==> src/rtl/core/rlbe_pkg.sv <==
// rlbe_pkg: payload structs, command type and constants of the run-length byte encoder
// no dependencies
`default_nettype none

package rlbe_pkg;

    localparam int BYTE_W = 8;
    localparam int WORD_W = 32;
    localparam int QDEPTH = 4;
    localparam int QPTR_W = 2;

    typedef logic [BYTE_W-1:0] t_byte;
    typedef logic [7:0]        t_len;
    typedef logic [2:0]        t_cnt;

    // one raw byte of the block
    typedef struct packed {
        t_byte in_byte;
        logic  in_last;
    } t_in;

    // one encoded output word
    typedef struct packed {
        t_byte out_byte0;
        t_byte out_byte1;
        t_byte out_byte2;
        t_byte out_byte3;
        t_cnt  out_count;
        logic  run_end;
        logic  block_end;
    } t_out;

    // command from the classifier to the word builder
    // pair: two-byte run (repeat or lone final byte); literal: buffered run
    typedef struct packed {
        logic              is_lit;
        t_byte             hdr;
        t_byte             data;
        logic              blk;
        t_len              len;
        logic [WORD_W-1:0] tail;
    } t_cmd;

    localparam t_cnt CNT_PAIR = 3'd2;
    localparam t_cnt CNT_FULL = 3'd4;

    function automatic t_cmd make_pair(input t_byte hdr, input t_byte data, input logic blk);
        t_cmd c;
        c        = '0;
        c.is_lit = 1'b0;
        c.hdr    = hdr;
        c.data   = data;
        c.blk    = blk;
        return c;
    endfunction

    function automatic t_cmd make_lit(input t_len len, input logic [WORD_W-1:0] tail);
        t_cmd c;
        c        = '0;
        c.is_lit = 1'b1;
        c.hdr    = len - 8'd1;
        c.len    = len;
        c.tail   = tail;
        return c;
    endfunction

endpackage

`default_nettype wire

==> src/rtl/core/run_length_byte_encoder.sv <==
// run_length_byte_encoder: top level of the PackBits-style byte run-length encoder
// depends on rlbe_pkg, rlbe_front, rlbe_cmd_fifo, rlbe_back, rlbe_ram
//
// usage
//   input channel: one raw byte per transfer (i_in_data), in_last on the final byte of a block
//   output channel: one encoded word per transfer, up to four bytes, out_count says how many;
//   run_end flags the last word of a run, block_end the last word of the block
//   runs: repeat runs (header 1-k, byte) and literal runs (header k-1, bytes), both capped at
//   MAX_RUN; the final byte of a block is sent on its own as a one-byte literal unless it
//   closes an equal pair
// output path
//   a two-byte run word passes the pending command slot, the command queue and the output
//   register; a literal run of k bytes takes ceil((k+1)/4) words, each taken through a read
//   state and a put state into the output register
// throughput
//   a byte that closes no run is taken every cycle while no command waits; a byte that
//   closes one or two runs holds input until its commands are queued; after a literal run is
//   closed, input is held until its last word is in the output register (one read port)
// reset (synchronous, active low)
//   clears run state, pending commands, command queue, builder state and output valid
// stalls
//   a stalled receiver fills the output register, then the command queue, then holds input
`default_nettype none

module run_length_byte_encoder import rlbe_pkg::*; #(
    parameter int MAX_RUN = 128
) (
    input  wire logic i_clk,
    input  wire logic i_rst_n,
    input  wire logic i_in_valid,
    output logic      o_in_ready,
    input  wire t_in  i_in_data,
    output logic      o_out_valid,
    input  wire logic i_out_ready,
    output t_out      o_out_data
);

    // literal store: 4-byte words, laid out as they leave the block (header slot first)
    localparam int RAM_DEPTH = MAX_RUN/4 + 1;
    localparam int RAM_AW    = (RAM_DEPTH > 1) ? $clog2(RAM_DEPTH) : 1;

    // front to queue
    logic              push;
    t_cmd              push_cmd;
    logic              q_full;
    // queue to back
    logic              pop;
    logic              q_empty;
    t_cmd              q_cmd;
    // literal store ports
    logic              wr_en;
    logic [RAM_AW-1:0] wr_addr;
    logic [WORD_W-1:0] wr_data;
    logic              rd_en;
    logic [RAM_AW-1:0] rd_addr;
    logic [WORD_W-1:0] rd_data;
    // back tells front the store is free again
    logic              lit_done;

    // classifier: keeps the open run, writes literal bytes, issues run commands
    rlbe_front #(
        .MAX_RUN (MAX_RUN)
    ) u_front (
        .i_clk      (i_clk),
        .i_rst_n    (i_rst_n),
        .i_in_valid (i_in_valid),
        .o_in_ready (o_in_ready),
        .i_in_data  (i_in_data),
        .o_push     (push),
        .o_push_cmd (push_cmd),
        .i_q_full   (q_full),
        .o_wr_en    (wr_en),
        .o_wr_addr  (wr_addr),
        .o_wr_data  (wr_data),
        .i_lit_done (lit_done)
    );

    // short command queue so front and back stall on their own
    rlbe_cmd_fifo u_queue (
        .i_clk      (i_clk),
        .i_rst_n    (i_rst_n),
        .i_push     (push),
        .i_push_cmd (push_cmd),
        .o_full     (q_full),
        .i_pop      (pop),
        .o_empty    (q_empty),
        .o_pop_cmd  (q_cmd)
    );

    rlbe_ram #(
        .WIDTH (WORD_W),
        .DEPTH (RAM_DEPTH)
    ) u_lit_store (
        .i_clk     (i_clk),
        .i_wr_en   (wr_en),
        .i_wr_addr (wr_addr),
        .i_wr_data (wr_data),
        .i_rd_en   (rd_en),
        .i_rd_addr (rd_addr),
        .o_rd_data (rd_data)
    );

    // word builder with the output register
    rlbe_back #(
        .MAX_RUN (MAX_RUN)
    ) u_back (
        .i_clk       (i_clk),
        .i_rst_n     (i_rst_n),
        .i_q_empty   (q_empty),
        .i_q_cmd     (q_cmd),
        .o_pop       (pop),
        .o_rd_en     (rd_en),
        .o_rd_addr   (rd_addr),
        .i_rd_data   (rd_data),
        .o_out_valid (o_out_valid),
        .i_out_ready (i_out_ready),
        .o_out_data  (o_out_data),
        .o_lit_done  (lit_done)
    );

endmodule

`default_nettype wire

==> src/rtl/core/rlbe_ram.sv <==
// rlbe_ram: generic single-write, single-read RAM with registered read data
// no dependencies
`default_nettype none

module rlbe_ram #(
    parameter  int WIDTH = 32,
    parameter  int DEPTH = 33,
    localparam int AW    = (DEPTH > 1) ? $clog2(DEPTH) : 1
) (
    input  wire logic             i_clk,
    input  wire logic             i_wr_en,
    input  wire logic [AW-1:0]    i_wr_addr,
    input  wire logic [WIDTH-1:0] i_wr_data,
    input  wire logic             i_rd_en,
    input  wire logic [AW-1:0]    i_rd_addr,
    output logic      [WIDTH-1:0] o_rd_data
);

    logic [WIDTH-1:0] r_mem [DEPTH];

    always_ff @(posedge i_clk) begin
        if (i_wr_en) begin
            r_mem[i_wr_addr] <= i_wr_data;
        end
        if (i_rd_en) begin
            o_rd_data <= r_mem[i_rd_addr];
        end
    end

endmodule

`default_nettype wire

==> src/rtl/core/rlbe_cmd_fifo.sv <==
// rlbe_cmd_fifo: short command queue between classifier and word builder
// depends on rlbe_pkg
`default_nettype none

module rlbe_cmd_fifo import rlbe_pkg::*; (
    input  wire logic i_clk,
    input  wire logic i_rst_n,
    input  wire logic i_push,
    input  wire t_cmd i_push_cmd,
    output logic      o_full,
    input  wire logic i_pop,
    output logic      o_empty,
    output t_cmd      o_pop_cmd
);

    t_cmd              r_slots [QDEPTH];
    logic [QPTR_W-1:0] r_wr_ptr;
    logic [QPTR_W-1:0] r_rd_ptr;
    logic [QPTR_W:0]   r_count;
    logic              do_push;
    logic              do_pop;

    assign o_full    = (r_count == (QPTR_W+1)'(QDEPTH));
    assign o_empty   = (r_count == '0);
    assign o_pop_cmd = r_slots[r_rd_ptr];
    assign do_push   = i_push && !o_full;
    assign do_pop    = i_pop && !o_empty;

    always_ff @(posedge i_clk) begin
        if (do_push) begin
            r_slots[r_wr_ptr] <= i_push_cmd;
        end
    end

    always_ff @(posedge i_clk) begin
        if (!i_rst_n) begin
            r_wr_ptr <= '0;
            r_rd_ptr <= '0;
            r_count  <= '0;
        end else begin
            if (do_push) begin
                r_wr_ptr <= r_wr_ptr + 1'b1;
            end
            if (do_pop) begin
                r_rd_ptr <= r_rd_ptr + 1'b1;
            end
            if (do_push && !do_pop) begin
                r_count <= r_count + 1'b1;
            end else if (do_pop && !do_push) begin
                r_count <= r_count - 1'b1;
            end
        end
    end

    a_no_push_when_full: assert property (@(posedge i_clk) disable iff (!i_rst_n)
        i_push |-> !o_full)
        else $error("command pushed into a full queue");

endmodule

`default_nettype wire

==> src/rtl/core/rlbe_front.sv <==
// rlbe_front: takes raw bytes, tracks the open run and issues run commands
// depends on rlbe_pkg; writes literal bytes into the literal word store
`default_nettype none

module rlbe_front import rlbe_pkg::*; #(
    parameter  int MAX_RUN   = 128,
    localparam int RAM_DEPTH = MAX_RUN/4 + 1,
    localparam int RAM_AW    = (RAM_DEPTH > 1) ? $clog2(RAM_DEPTH) : 1
) (
    input  wire logic              i_clk,
    input  wire logic              i_rst_n,
    input  wire logic              i_in_valid,
    output logic                   o_in_ready,
    input  wire t_in               i_in_data,
    output logic                   o_push,
    output t_cmd                   o_push_cmd,
    input  wire logic              i_q_full,
    output logic                   o_wr_en,
    output logic [RAM_AW-1:0]      o_wr_addr,
    output logic [WORD_W-1:0]      o_wr_data,
    input  wire logic              i_lit_done
);

    localparam t_len MAX_LEN = t_len'(MAX_RUN);

    t_byte             r_held,  n_held;
    t_len              r_len,   n_len;
    logic              r_rep,   n_rep;
    logic              r_pos,   n_pos;
    logic [WORD_W-1:0] r_asm,   n_asm;
    t_cmd              r_pend0, n_pend0;
    t_cmd              r_pend1, n_pend1;
    logic              r_pv0,   n_pv0;
    logic              r_pv1,   n_pv1;
    logic              r_lit_busy, n_lit_busy;

    logic   accept;
    t_byte  b;
    logic   last;
    t_len   p;
    t_cmd   c0, c1;
    logic   c0v, c1v;
    logic   lit_set;

    assign o_in_ready = !r_pv0 && !r_lit_busy;
    assign accept     = i_in_valid && o_in_ready;
    assign b          = i_in_data.in_byte;
    assign last       = i_in_data.in_last;
    assign p          = r_len + 8'd1;
    assign o_push     = r_pv0 && !i_q_full;
    assign o_push_cmd = r_pend0;

    always_comb begin
        n_held    = r_held;
        n_len     = r_len;
        n_rep     = r_rep;
        n_pos     = r_pos;
        n_asm     = r_asm;
        c0        = '0;
        c1        = '0;
        c0v       = 1'b0;
        c1v       = 1'b0;
        lit_set   = 1'b0;
        o_wr_en   = 1'b0;
        o_wr_addr = RAM_AW'(p >> 2);
        o_wr_data = {r_held, r_asm[23:0]};
        if (accept) begin
            if (!r_pos) begin
                if (last) begin
                    c0v = 1'b1;
                    c0  = make_pair(8'd0, b, 1'b1);
                end else begin
                    n_held = b;
                    n_pos  = 1'b1;
                    n_rep  = 1'b0;
                    n_len  = '0;
                end
            end else if (r_rep) begin
                if (b == r_held && r_len < MAX_LEN && !last) begin
                    n_len = r_len + 8'd1;
                end else begin
                    c0v   = 1'b1;
                    c0    = make_pair(8'd1 - r_len, r_held, 1'b0);
                    n_rep = 1'b0;
                    n_len = '0;
                    if (last) begin
                        c1v    = 1'b1;
                        c1     = make_pair(8'd0, b, 1'b1);
                        n_pos  = 1'b0;
                        n_held = '0;
                    end else begin
                        n_held = b;
                    end
                end
            end else if (b != r_held) begin
                // held byte joins the literal run at stream position len+1
                n_asm[{p[1:0], 3'b000} +: 8] = r_held;
                if (p[1:0] == 2'd3) begin
                    o_wr_en = 1'b1;
                end
                n_len  = p;
                n_held = b;
                if (p == MAX_LEN || last) begin
                    c0v     = 1'b1;
                    c0      = make_lit(p, n_asm);
                    lit_set = 1'b1;
                    n_len   = '0;
                end
                if (last) begin
                    c1v    = 1'b1;
                    c1     = make_pair(8'd0, b, 1'b1);
                    n_pos  = 1'b0;
                    n_held = '0;
                end
            end else begin
                // equal pair closes any literal and opens a repeat, or ends the block as a repeat pair
                if (r_len != '0) begin
                    c0v     = 1'b1;
                    c0      = make_lit(r_len, r_asm);
                    lit_set = 1'b1;
                end
                if (last) begin
                    c1v    = 1'b1;
                    c1     = make_pair(8'hFF, b, 1'b1);
                    n_pos  = 1'b0;
                    n_rep  = 1'b0;
                    n_len  = '0;
                    n_held = '0;
                end else begin
                    n_rep  = 1'b1;
                    n_len  = 8'd2;
                    n_held = b;
                end
            end
        end
    end

    // pending command pair, oldest in slot 0
    always_comb begin
        n_pend0 = r_pend0;
        n_pend1 = r_pend1;
        n_pv0   = r_pv0;
        n_pv1   = r_pv1;
        if (accept) begin
            n_pv0   = c0v || c1v;
            n_pend0 = c0v ? c0 : c1;
            n_pv1   = c0v && c1v;
            n_pend1 = c1;
        end else if (o_push) begin
            n_pend0 = r_pend1;
            n_pv0   = r_pv1;
            n_pv1   = 1'b0;
        end
        n_lit_busy = (r_lit_busy && !i_lit_done) || lit_set;
    end

    always_ff @(posedge i_clk) begin
        r_asm   <= n_asm;
        r_pend0 <= n_pend0;
        r_pend1 <= n_pend1;
    end

    always_ff @(posedge i_clk) begin
        if (!i_rst_n) begin
            r_held     <= '0;
            r_len      <= '0;
            r_rep      <= 1'b0;
            r_pos      <= 1'b0;
            r_pv0      <= 1'b0;
            r_pv1      <= 1'b0;
            r_lit_busy <= 1'b0;
        end else begin
            r_held     <= n_held;
            r_len      <= n_len;
            r_rep      <= n_rep;
            r_pos      <= n_pos;
            r_pv0      <= n_pv0;
            r_pv1      <= n_pv1;
            r_lit_busy <= n_lit_busy;
        end
    end

    a_rep_len: assert property (@(posedge i_clk) disable iff (!i_rst_n)
        r_rep |-> (r_len >= 8'd2 && r_len <= MAX_LEN))
        else $error("repeat run length out of range");

    a_start_clean: assert property (@(posedge i_clk) disable iff (!i_rst_n)
        !r_pos |-> (!r_rep && r_len == '0))
        else $error("run state left over at block start");

    a_pend_order: assert property (@(posedge i_clk) disable iff (!i_rst_n)
        r_pv1 |-> r_pv0)
        else $error("second pending command without first");

endmodule

`default_nettype wire

==> src/rtl/core/rlbe_back.sv <==
// rlbe_back: turns run commands into 4-byte output words
// depends on rlbe_pkg; reads literal words from the literal word store
`default_nettype none

module rlbe_back import rlbe_pkg::*; #(
    parameter  int MAX_RUN   = 128,
    localparam int RAM_DEPTH = MAX_RUN/4 + 1,
    localparam int RAM_AW    = (RAM_DEPTH > 1) ? $clog2(RAM_DEPTH) : 1
) (
    input  wire logic              i_clk,
    input  wire logic              i_rst_n,
    input  wire logic              i_q_empty,
    input  wire t_cmd              i_q_cmd,
    output logic                   o_pop,
    output logic                   o_rd_en,
    output logic [RAM_AW-1:0]      o_rd_addr,
    input  wire logic [WORD_W-1:0] i_rd_data,
    output logic                   o_out_valid,
    input  wire logic              i_out_ready,
    output t_out                   o_out_data,
    output logic                   o_lit_done
);

    localparam logic [1:0] S_IDLE = 2'd0;
    localparam logic [1:0] S_READ = 2'd1;
    localparam logic [1:0] S_PUT  = 2'd2;

    logic [1:0]        r_state, n_state;
    t_cmd              r_cmd,   n_cmd;
    logic [RAM_AW-1:0] r_word,  n_word;
    logic              r_ovalid, n_ovalid;
    t_out              r_out,   n_out;

    logic              ld_ok;
    logic              load;
    logic [RAM_AW-1:0] last_idx;
    logic              is_last;
    logic              from_tail;
    logic [WORD_W-1:0] src;
    t_cnt              cnt;
    t_out              lit_word;

    assign ld_ok     = !r_ovalid || i_out_ready;
    assign last_idx  = RAM_AW'(r_cmd.len >> 2);
    assign is_last   = (r_word == last_idx);
    // last word comes from the tail unless the run fills it exactly
    assign from_tail = is_last && (r_cmd.len[1:0] != 2'd3);
    assign src       = from_tail ? r_cmd.tail : i_rd_data;
    assign cnt       = is_last ? ({1'b0, r_cmd.len[1:0]} + 3'd1) : CNT_FULL;
    assign o_rd_addr = r_word;

    always_comb begin
        lit_word.out_byte0 = (r_word == '0) ? r_cmd.hdr : src[7:0];
        lit_word.out_byte1 = (cnt > 3'd1) ? src[15:8]  : '0;
        lit_word.out_byte2 = (cnt > 3'd2) ? src[23:16] : '0;
        lit_word.out_byte3 = (cnt > 3'd3) ? src[31:24] : '0;
        lit_word.out_count = cnt;
        lit_word.run_end   = is_last;
        lit_word.block_end = 1'b0;
    end

    always_comb begin
        n_state    = r_state;
        n_cmd      = r_cmd;
        n_word     = r_word;
        n_out      = r_out;
        load       = 1'b0;
        o_pop      = 1'b0;
        o_rd_en    = 1'b0;
        o_lit_done = 1'b0;
        unique case (r_state)
            S_IDLE: begin
                if (!i_q_empty) begin
                    if (i_q_cmd.is_lit) begin
                        o_pop   = 1'b1;
                        n_cmd   = i_q_cmd;
                        n_word  = '0;
                        n_state = S_READ;
                    end else if (ld_ok) begin
                        o_pop           = 1'b1;
                        load            = 1'b1;
                        n_out.out_byte0 = i_q_cmd.hdr;
                        n_out.out_byte1 = i_q_cmd.data;
                        n_out.out_byte2 = '0;
                        n_out.out_byte3 = '0;
                        n_out.out_count = CNT_PAIR;
                        n_out.run_end   = 1'b1;
                        n_out.block_end = i_q_cmd.blk;
                    end
                end
            end
            S_READ: begin
                o_rd_en = 1'b1;
                n_state = S_PUT;
            end
            S_PUT: begin
                if (ld_ok) begin
                    load  = 1'b1;
                    n_out = lit_word;
                    if (is_last) begin
                        o_lit_done = 1'b1;
                        n_state    = S_IDLE;
                    end else begin
                        n_word  = r_word + 1'b1;
                        n_state = S_READ;
                    end
                end
            end
            default: begin
                n_state = S_IDLE;
            end
        endcase
        n_ovalid = load || (r_ovalid && !i_out_ready);
    end

    assign o_out_valid = r_ovalid;
    assign o_out_data  = r_out;

    always_ff @(posedge i_clk) begin
        r_cmd  <= n_cmd;
        r_word <= n_word;
        r_out  <= n_out;
    end

    always_ff @(posedge i_clk) begin
        if (!i_rst_n) begin
            r_state  <= S_IDLE;
            r_ovalid <= 1'b0;
        end else begin
            r_state  <= n_state;
            r_ovalid <= n_ovalid;
        end
    end

    a_busy_is_literal: assert property (@(posedge i_clk) disable iff (!i_rst_n)
        (r_state != S_IDLE) |-> r_cmd.is_lit)
        else $error("word builder busy on a non-literal command");

    a_count_range: assert property (@(posedge i_clk) disable iff (!i_rst_n)
        r_ovalid |-> (r_out.out_count >= 3'd1 && r_out.out_count <= CNT_FULL))
        else $error("output word byte count out of range");

endmodule

`default_nettype wire

==> config.mk <==
export PLATFORM = sky130hd
export DESIGN_NAME = run_length_byte_encoder
export DESIGN_NICKNAME = d
export VERILOG_FILES = /design/src/rtl/core/rlbe_pkg.sv /design/src/rtl/core/run_length_byte_encoder.sv /design/src/rtl/core/rlbe_ram.sv /design/src/rtl/core/rlbe_cmd_fifo.sv /design/src/rtl/core/rlbe_front.sv /design/src/rtl/core/rlbe_back.sv
export SDC_FILE = /design/constraint.sdc
export NUM_CORES = 2
export LEC_CHECK = 0
export CAP_MARGIN = 20
export CORE_MARGIN = 8
export CORE_UTILIZATION = 65
export DETAILED_ROUTE_END_ITERATION = 8
export DONT_BUFFER_PORTS = 1
export PLACE_DENSITY = 0.81
export SYNTH_ARGS = -nofsm -noshare
export SYNTH_HDL_FRONTEND = slang
export SYNTH_SLANG_ARGS = --single-unit
==> constraint.sdc <==
create_clock -name i_clk -period 10.9 [get_ports i_clk]
set_input_delay 2.18 -clock i_clk [delete_from_list [all_inputs] [get_ports i_clk]]
set_output_delay 2.18 -clock i_clk [all_outputs]
set_load 0.005 [all_outputs]
# --- After elaboration in Yosys (flattened, before gate mapping) ---
# Memory sizes are Yosys's and may differ from the RTL's. A register that Yosys moved wholly into a read port is not among the register bits.
# Index checks and enable logic that the tools add are counted.
word_totals:
  out_inout_bits: 39
  in_bits: 13
  mem_count: 2
  ff_bits: 270
  wordCells: 217
  ram_bits: 1288
memory_table:
  columns: ["name", "depth", "word_bits", "rd", "rd_ports_with_merged_regs", "wr", "line", "rtl"]
  rows:
  - ["u_lit_store.r_mem", 33, 32, 1, 1, 1, "rlbe_ram.sv:19", "logic [WIDTH-1:0] r_mem [DEPTH];"]
  - ["u_queue.r_slots", 4, 58, 1, 1, 1, "rlbe_cmd_fifo.sv:16", "t_cmd r_slots [QDEPTH];"]
op_classes:
  reduce_logical: 42
  n_eq_ne: 17
  add_sub_neg: 11
  shift: 2
  n_mux: 101
  bitwise_logic: 2
  n_lt_le_gt_ge: 4
ops:
  columns: ["op", "n"]
  rows:
  - ["58-bit 2-to-1 mux", 12]
  - ["37-bit 2-to-1 mux", 4]
  - ["8-bit 2-to-1 mux", 15]
  - ["57-bit 2-to-1 mux", 2]
  - ["37-bit case mux with 2 select lines", 1]
  - ["49-bit 2-to-1 mux", 1]
  - ["1-bit 2-to-1 mux", 48]
  - ["32-bit bitwise mux", 1]
  - ["32-bit 2-to-1 mux", 1]
  - ["8-bit by 7-bit variable shift with 32-bit output (first input constant)", 1]
  - ["8-bit by 7-bit indexed part select with 32-bit output", 1]
  - ["6-bit 2-to-1 mux", 4]
  - ["8-bit by 1-bit subtractor with 8-bit output (second input constant)", 2]
  - ["1-bit logical AND", 13]
  - ["2-bit 2-to-1 mux", 6]
  - ["6-bit case mux with 2 select lines", 1]
  - ["1-bit logical NOT", 10]
  - ["2-bit != test (second input constant)", 5]
  - ["5-bit AND reduction", 2]
  - ["3-bit 2-to-1 mux", 3]
  - ["3-bit AND reduction", 3]
  - ["8-bit by 1-bit adder with 8-bit output (second input constant)", 1]
  - ["8-bit equality test", 1]
  - ["8-bit equality test (second input constant)", 1]
  - ["28 further kinds", 40]

# --- Longest topological paths before layout ---
logic_depth:
  ltp_word: 10
  ltp_mapped: 12
  mapped_depth_nobuf: 10

# --- Hierarchy ---
# Synthesis repeated with hierarchy kept, for this count alone.
unflattened:
  hier_cells: 3499
  area_unflattened_um2: 61201.2
by_module_without_submodules:
  columns: ["module", "seq_area_each_um2", "cells_each", "area_each_um2", "n_inst"]
  rows:
  - ["rlbe_ram", 32671.3, 2217, 42161.7, 1]
  - ["rlbe_cmd_fifo", 7146.9, 351, 8866.0, 1]
  - ["rlbe_front", 3423.3, 654, 6500.0, 1]
  - ["rlbe_back", 2552.4, 277, 3673.5, 1]

# --- Worst setup path after synthesis ---
# No wires, ideal clock.
synth_timing:
  path_type: "input -> register"
  startpoint: "in i_in_valid"
  endpoint: "mem u_lit_store.r_mem[13][0] (enable)"
  t_arrival_ps: 6706
  required_ps: 10479
  setup_time_ps: 421
  stages: 6
  setup_slack_ps: 3773
  path_cell_list: "nand2_1 inv_1 nand2_1 nor3_1 nand3_1 nor2_1"
synth_via:
  elab_chain_cells: 4
synth_rtl:
  columns: ["element", "line", "rtl"]
  rows:
  - ["start, declared", "run_length_byte_encoder.sv:30", "input wire logic i_in_valid,"]
  - ["1-bit logical AND", "rlbe_front.sv:46", "assign accept = i_in_valid && o_in_ready;"]
  - ["net u_front.accept", "rlbe_front.sv:37", "logic accept;"]
  - ["1-bit 2-to-1 mux", "rlbe_front.sv:67", "if (accept) begin"]
  - ["1-bit 2-to-1 mux", "rlbe_ram.sv:22", "if (i_wr_en) begin"]
  - ["1-bit 2-to-1 mux (not written as such)", "rlbe_ram.sv:23", "r_mem[i_wr_addr] <= i_wr_data;"]
  - ["end, declared", "rlbe_ram.sv:19", null]
# The timed path passes the listed nets, and every way through them passes these cells.

# --- Worst setup path after layout ---
layout_timing:
  startpoint: "in i_in_valid"
  endpoint: "mem u_lit_store.r_mem[18][9] (enable)"
# The elaborated chain is that of the path after synthesis.

==> results.md <==
Timing:
- Between clock sinks in the finished design, the worst skew comes to 0.02232 ns.
- In the finished design, the share of the clock period the worst path needs comes to between 50% and 60%.
- The max-slew violation total from the final report was 0.
- The post-route minimum period is between 5 and 6 ns.
- Setup repair after global routing left no endpoint under its margin.
- The count of final hold-check violations was 0.
- Derived from the worst setup path, the maximum achievable clock frequency is 0.1779 GHz.
- The number of failing setup endpoints in the final timing report is 0.
- The accumulated negative setup slack is 0 ns.
- For the pin with the worst max-slew slack, the measured transition is 1.194 ns.
- The minimum hold slack is 0.5032 ns.
- Measured against its own limit, the worst slew margin works out to 20.39%.

Die:
- The horizontal die dimension is between 300 and 400 µm.
- The die height is 315.0 µm.
- The floorplan has approximately 110 rows.
- The initial core utilization is about two thirds.
- The core region is about 0.09 mm².
- The top-level I/O count is 52.
- The floorplan step defined a die boundary enclosing 0.09923 mm².

CTS:
- TritonCTS built the clock tree.
- In this run the post-CTS setup repair buffer count came out at 0.
- The number of hold buffers added after CTS is 0.
- Clock-pin slew was measured on the worst setup and hold paths at approximately 0.060 ns.
- The number of buffers inserted during clock tree synthesis is around 140.
- After clock tree synthesis, the repair step resized 0 gates.
- The maximum count of clock buffers along a single path is 3.
- Clock tree synthesis selected as its root buffer the cell sky130_fd_sc_hd__clkbuf_16.
- The insertion delay of the later-clocked pin in the worst-skew pair is 0.74 ns.
- The number of sinks driven by the clock tree is 1488.
- The maximum level of the CTS H-tree is 4.

Layout:
- The layout cell share with drive strength beyond 1 is 22.70%.
- The net count of the finished layout is 2965.
- The post-synthesis to final-layout area growth is 10.94%.
- The most common cell after layout, fill and taps aside is sky130_fd_sc_hd__edfxtp_1.
- 0 antenna diodes ended up in the layout.
- The finished cells cover around 0.064 mm².
- The top cell types in the final layout, fill and taps aside, are sky130_fd_sc_hd__edfxtp_1 (1455), sky130_fd_sc_hd__mux4_2 (345), sky130_fd_sc_hd__clkbuf_16 (145), sky130_fd_sc_hd__nand2_1 (133), sky130_fd_sc_hd__nor2_1 (83).

Critical path:
- The master of the slowest instance on the critical path is sky130_fd_sc_hd__nor2_4.
- The data arrival time at the worst-slack endpoint is 5.96 ns.
- The kind of capture point of the worst setup path is a flip-flop.
- In this run the critical register-to-register path is launched from u_front.r_pv0.
- The cell repeated most along the worst path is sky130_fd_sc_hd__nand2_1.
- The critical path class is in -> reg.
- Across all register-to-register paths, the minimum setup slack is 6.07 ns.
- The largest fanout of any net on the critical path is 32.
- The category of cells accounting for the largest share of critical-path delay is simple AND/OR/NAND/NOR gates.
- The endpoint identified for the worst register-to-register timing path is u_lit_store.r_mem[18][9].
- Measured in cells, the most critical reg-to-reg path has a length of 8.
- The critical path's largest stage delay is 1.15 ns.
- STA classifies the critical path startpoint as a primary input.
- Walking the worst path, the cells encountered are nand2_1, inv_1, nand2_1, nor2_1, and4_1, nand3_1, nor2_4.
- The number of buffers and inverters on the critical path is 1.
- Data on the critical path is required at its endpoint by 11.24 ns.

Logic synthesis:
- Yosys mapped a number of flops with a built-in enable equal to ~1500.
- The number of warning messages in the yosys log is 0.
- Summing the sequential cell areas from Yosys gives between 70% and 80% of the chip area.
- The summed instance area of the synthesized netlist is 0.05811 mm².
- Each instance of the synthesized netlist takes up on average 20.19 µm².
- The most used flip-flop cell after synthesis is sky130_fd_sc_hd__edfxtp_1.
- The count of mapped cells out of synthesis is 2879.
- In this run, synthesis produced a sequential element count of roughly 1500.
- The async set or reset register ratio after synthesis is 0%.
- The count of unique library cells instantiated by Yosys is 70.
- The post-synthesis net count is 2910.

Min path:
- The capture endpoint of the worst hold path is u_queue.r_slots[3][8].
- The classification of the worst-slack hold path is reg -> reg.
- Counting instances, the worst hold path has a depth of 0.
- The worst hold path begins at u_front.o_push_cmd[8].

Route:
- The detailed-router iteration count before antenna repair is 6.
- The vias per cell is 7.168.
- The count of unresolved DRC violations after routing is 0.
- The count of antenna-violating nets left after detailed routing is 0.
- The detailed router finished its first iteration with 5015 violations.
- The routed design has between 150000 and 200000 µm of wire.
- Dividing the detail-routed wire length by the instance count gives ~36 µm.
- The routed layout has approximately 30000 vias.

Power and ir drop:
- For this design the static power due to leakage is 0.02069 µW.
- Across the VDD grid, the largest voltage drop is ~280 µV.
- In this run the power density over the cells is 230.2 mW/mm².

Placed design:
- The post-detailed-placement half-perimeter wirelength is 85510 µm.
- Input and output buffers added on the ports amount to 0.
- The congestion estimate from routability-driven global placement came to 0.9039.
- The instance area at placement is between 0.05 and 0.06 mm².

Outcome:
- The flow ran to the end, and the final reports show no timing, DRC or antenna violations.

Global routing:
- The total global routing overflow is 0.
- The number of global-route vias before repair is between 30000 and 40000.
- The first global-routing pass estimated roughly 210000 µm of wire.
- The initial antenna violation count is 5.
- Across every metal layer, demand over resource in global routing totals a little under a third.
- Entering global routing, the biggest net connects 126 pins.

Job:
- The tool flagged a number of max-cap violations equal to 0.
## per-layer routing
metal,wire (µm),vias to the layer above,track usage [%],part of all wire [%]
met3,17070,470,7.674,11
met4,8996,6,14.49,5.9
met1,50040,15420,37.93,33
met5,41,-,0,0.027
met2,75460,2465,50.91,50
li1,-,11870,-,-
## where the power goes
part	internal [µW]	switching, µW	total, µW
Clock	2720	2150	4870
Sequential	6630	166	6790
Combinational	1240	1940	3180
Total	10600	4250	14800
## registers in the layout (all words and copies together) (netlist names), 3 cells and up, named ones only
name                   flops
u_front.r_held             8
u_back.o_out_data         37
u_lit_store.r_mem       1056
u_front.r_len              8
u_back.o_rd_addr           6
u_lit_store.o_rd_data     32
u_back.last_idx            6
u_front.o_push_cmd        50
u_queue.r_slots          200
u_back.r_cmd              34
u_front.r_asm             24
u_queue.r_count            3
u_front.r_pend1           10
## cell usage after synthesis (10+ instances only)
cell type	count	share of area [%]
sky130_fd_sc_hd__buf_1	20	0.13
sky130_fd_sc_hd__nor2b_1	31	0.33
sky130_fd_sc_hd__xor2_1	11	0.17
sky130_fd_sc_hd__inv_1	57	0.37
sky130_fd_sc_hd__xnor2_1	24	0.36
sky130_fd_sc_hd__a31oi_1	12	0.13
sky130_fd_sc_hd__nand2_1	133	0.86
sky130_fd_sc_hd__a21o_1	18	0.23
sky130_fd_sc_hd__clkbuf_1	85	0.55
sky130_fd_sc_hd__nor3_1	19	0.16
sky130_fd_sc_hd__buf_2	46	0.40
sky130_fd_sc_hd__a311oi_1	14	0.21
sky130_fd_sc_hd__o21ai_0	71	0.61
sky130_fd_sc_hd__nand3_1	46	0.40
sky130_fd_sc_hd__dfxtp_1	33	1.1
sky130_fd_sc_hd__a21oi_1	40	0.34
sky130_fd_sc_hd__a22oi_1	28	0.36
sky130_fd_sc_hd__a32oi_1	10	0.15
sky130_fd_sc_hd__and2_1	15	0.16
sky130_fd_sc_hd__nand2b_1	12	0.13
sky130_fd_sc_hd__mux2i_1	42	0.72
sky130_fd_sc_hd__and3_1	24	0.26
sky130_fd_sc_hd__a21boi_0	20	0.26
sky130_fd_sc_hd__ha_1	17	0.37
sky130_fd_sc_hd__mux4_2	345	13
sky130_fd_sc_hd__nor2_1	116	0.75
sky130_fd_sc_hd__edfxtp_1	1455	75
sky130_fd_sc_hd__a211oi_1	28	0.36
## stage by stage
step	utilization (%)	instances	power, µW	setup slack, ns
floorplan	-	2879	8859	3.773
global placement	67.32	3939	9854	4.832
detailed placement	67.32	3939	9938	4.608
CTS	72.45	4203	14790	5.401
global route	72.84	4218	15150	5.143
finish	72.84	4218	14840	5.279
## kinds of logic (layout without fill, tap and decap cells)
group | count (synthesis) | after routing | share of synthesized area [%]
XOR/XNOR | 35 | 35 | 0.5275
adder cells (fa/ha/maj) | 18 | 18 | 0.4005
buffers and inverters | 225 | 399 | 1.701
AND/OR/NAND/NOR | 433 | 433 | 3.540
flip-flops | 1488 | 1488 | 76.32
AO/OA/AOI/OAI | 293 | 293 | 3.417
multiplexers | 387 | 387 | 14.09
## area by class of cell
type                    instances  area, µm²
multi-input cells            1166      13060
clock inverters                89      783.3
fillers                      4531      24040
clock buffers                 175       3761
repair buffers                 77      835.8
inverters                      58      217.7
well taps                    1165       1458
flip-flops and latches       1488      44360
## worst max path at each step
stage          depth (start not counted)                        end  slack, ns       start
2_1_floorplan                          6   u_lit_store.r_mem[13][0]       3.77  i_in_valid
5_1_grt                                7   u_lit_store.r_mem[18][9]       5.14  i_in_valid
3_5_place_dp                           7   u_lit_store.r_mem[20][9]       4.61  i_in_valid
4_1_cts                                7  u_lit_store.r_mem[20][22]       5.40  i_in_valid
3_3_place_gp                           7  u_lit_store.r_mem[22][10]       4.83  i_in_valid
6_report                               7   u_lit_store.r_mem[18][9]       5.28  i_in_valid
Power figures use the tool's default switching activity.
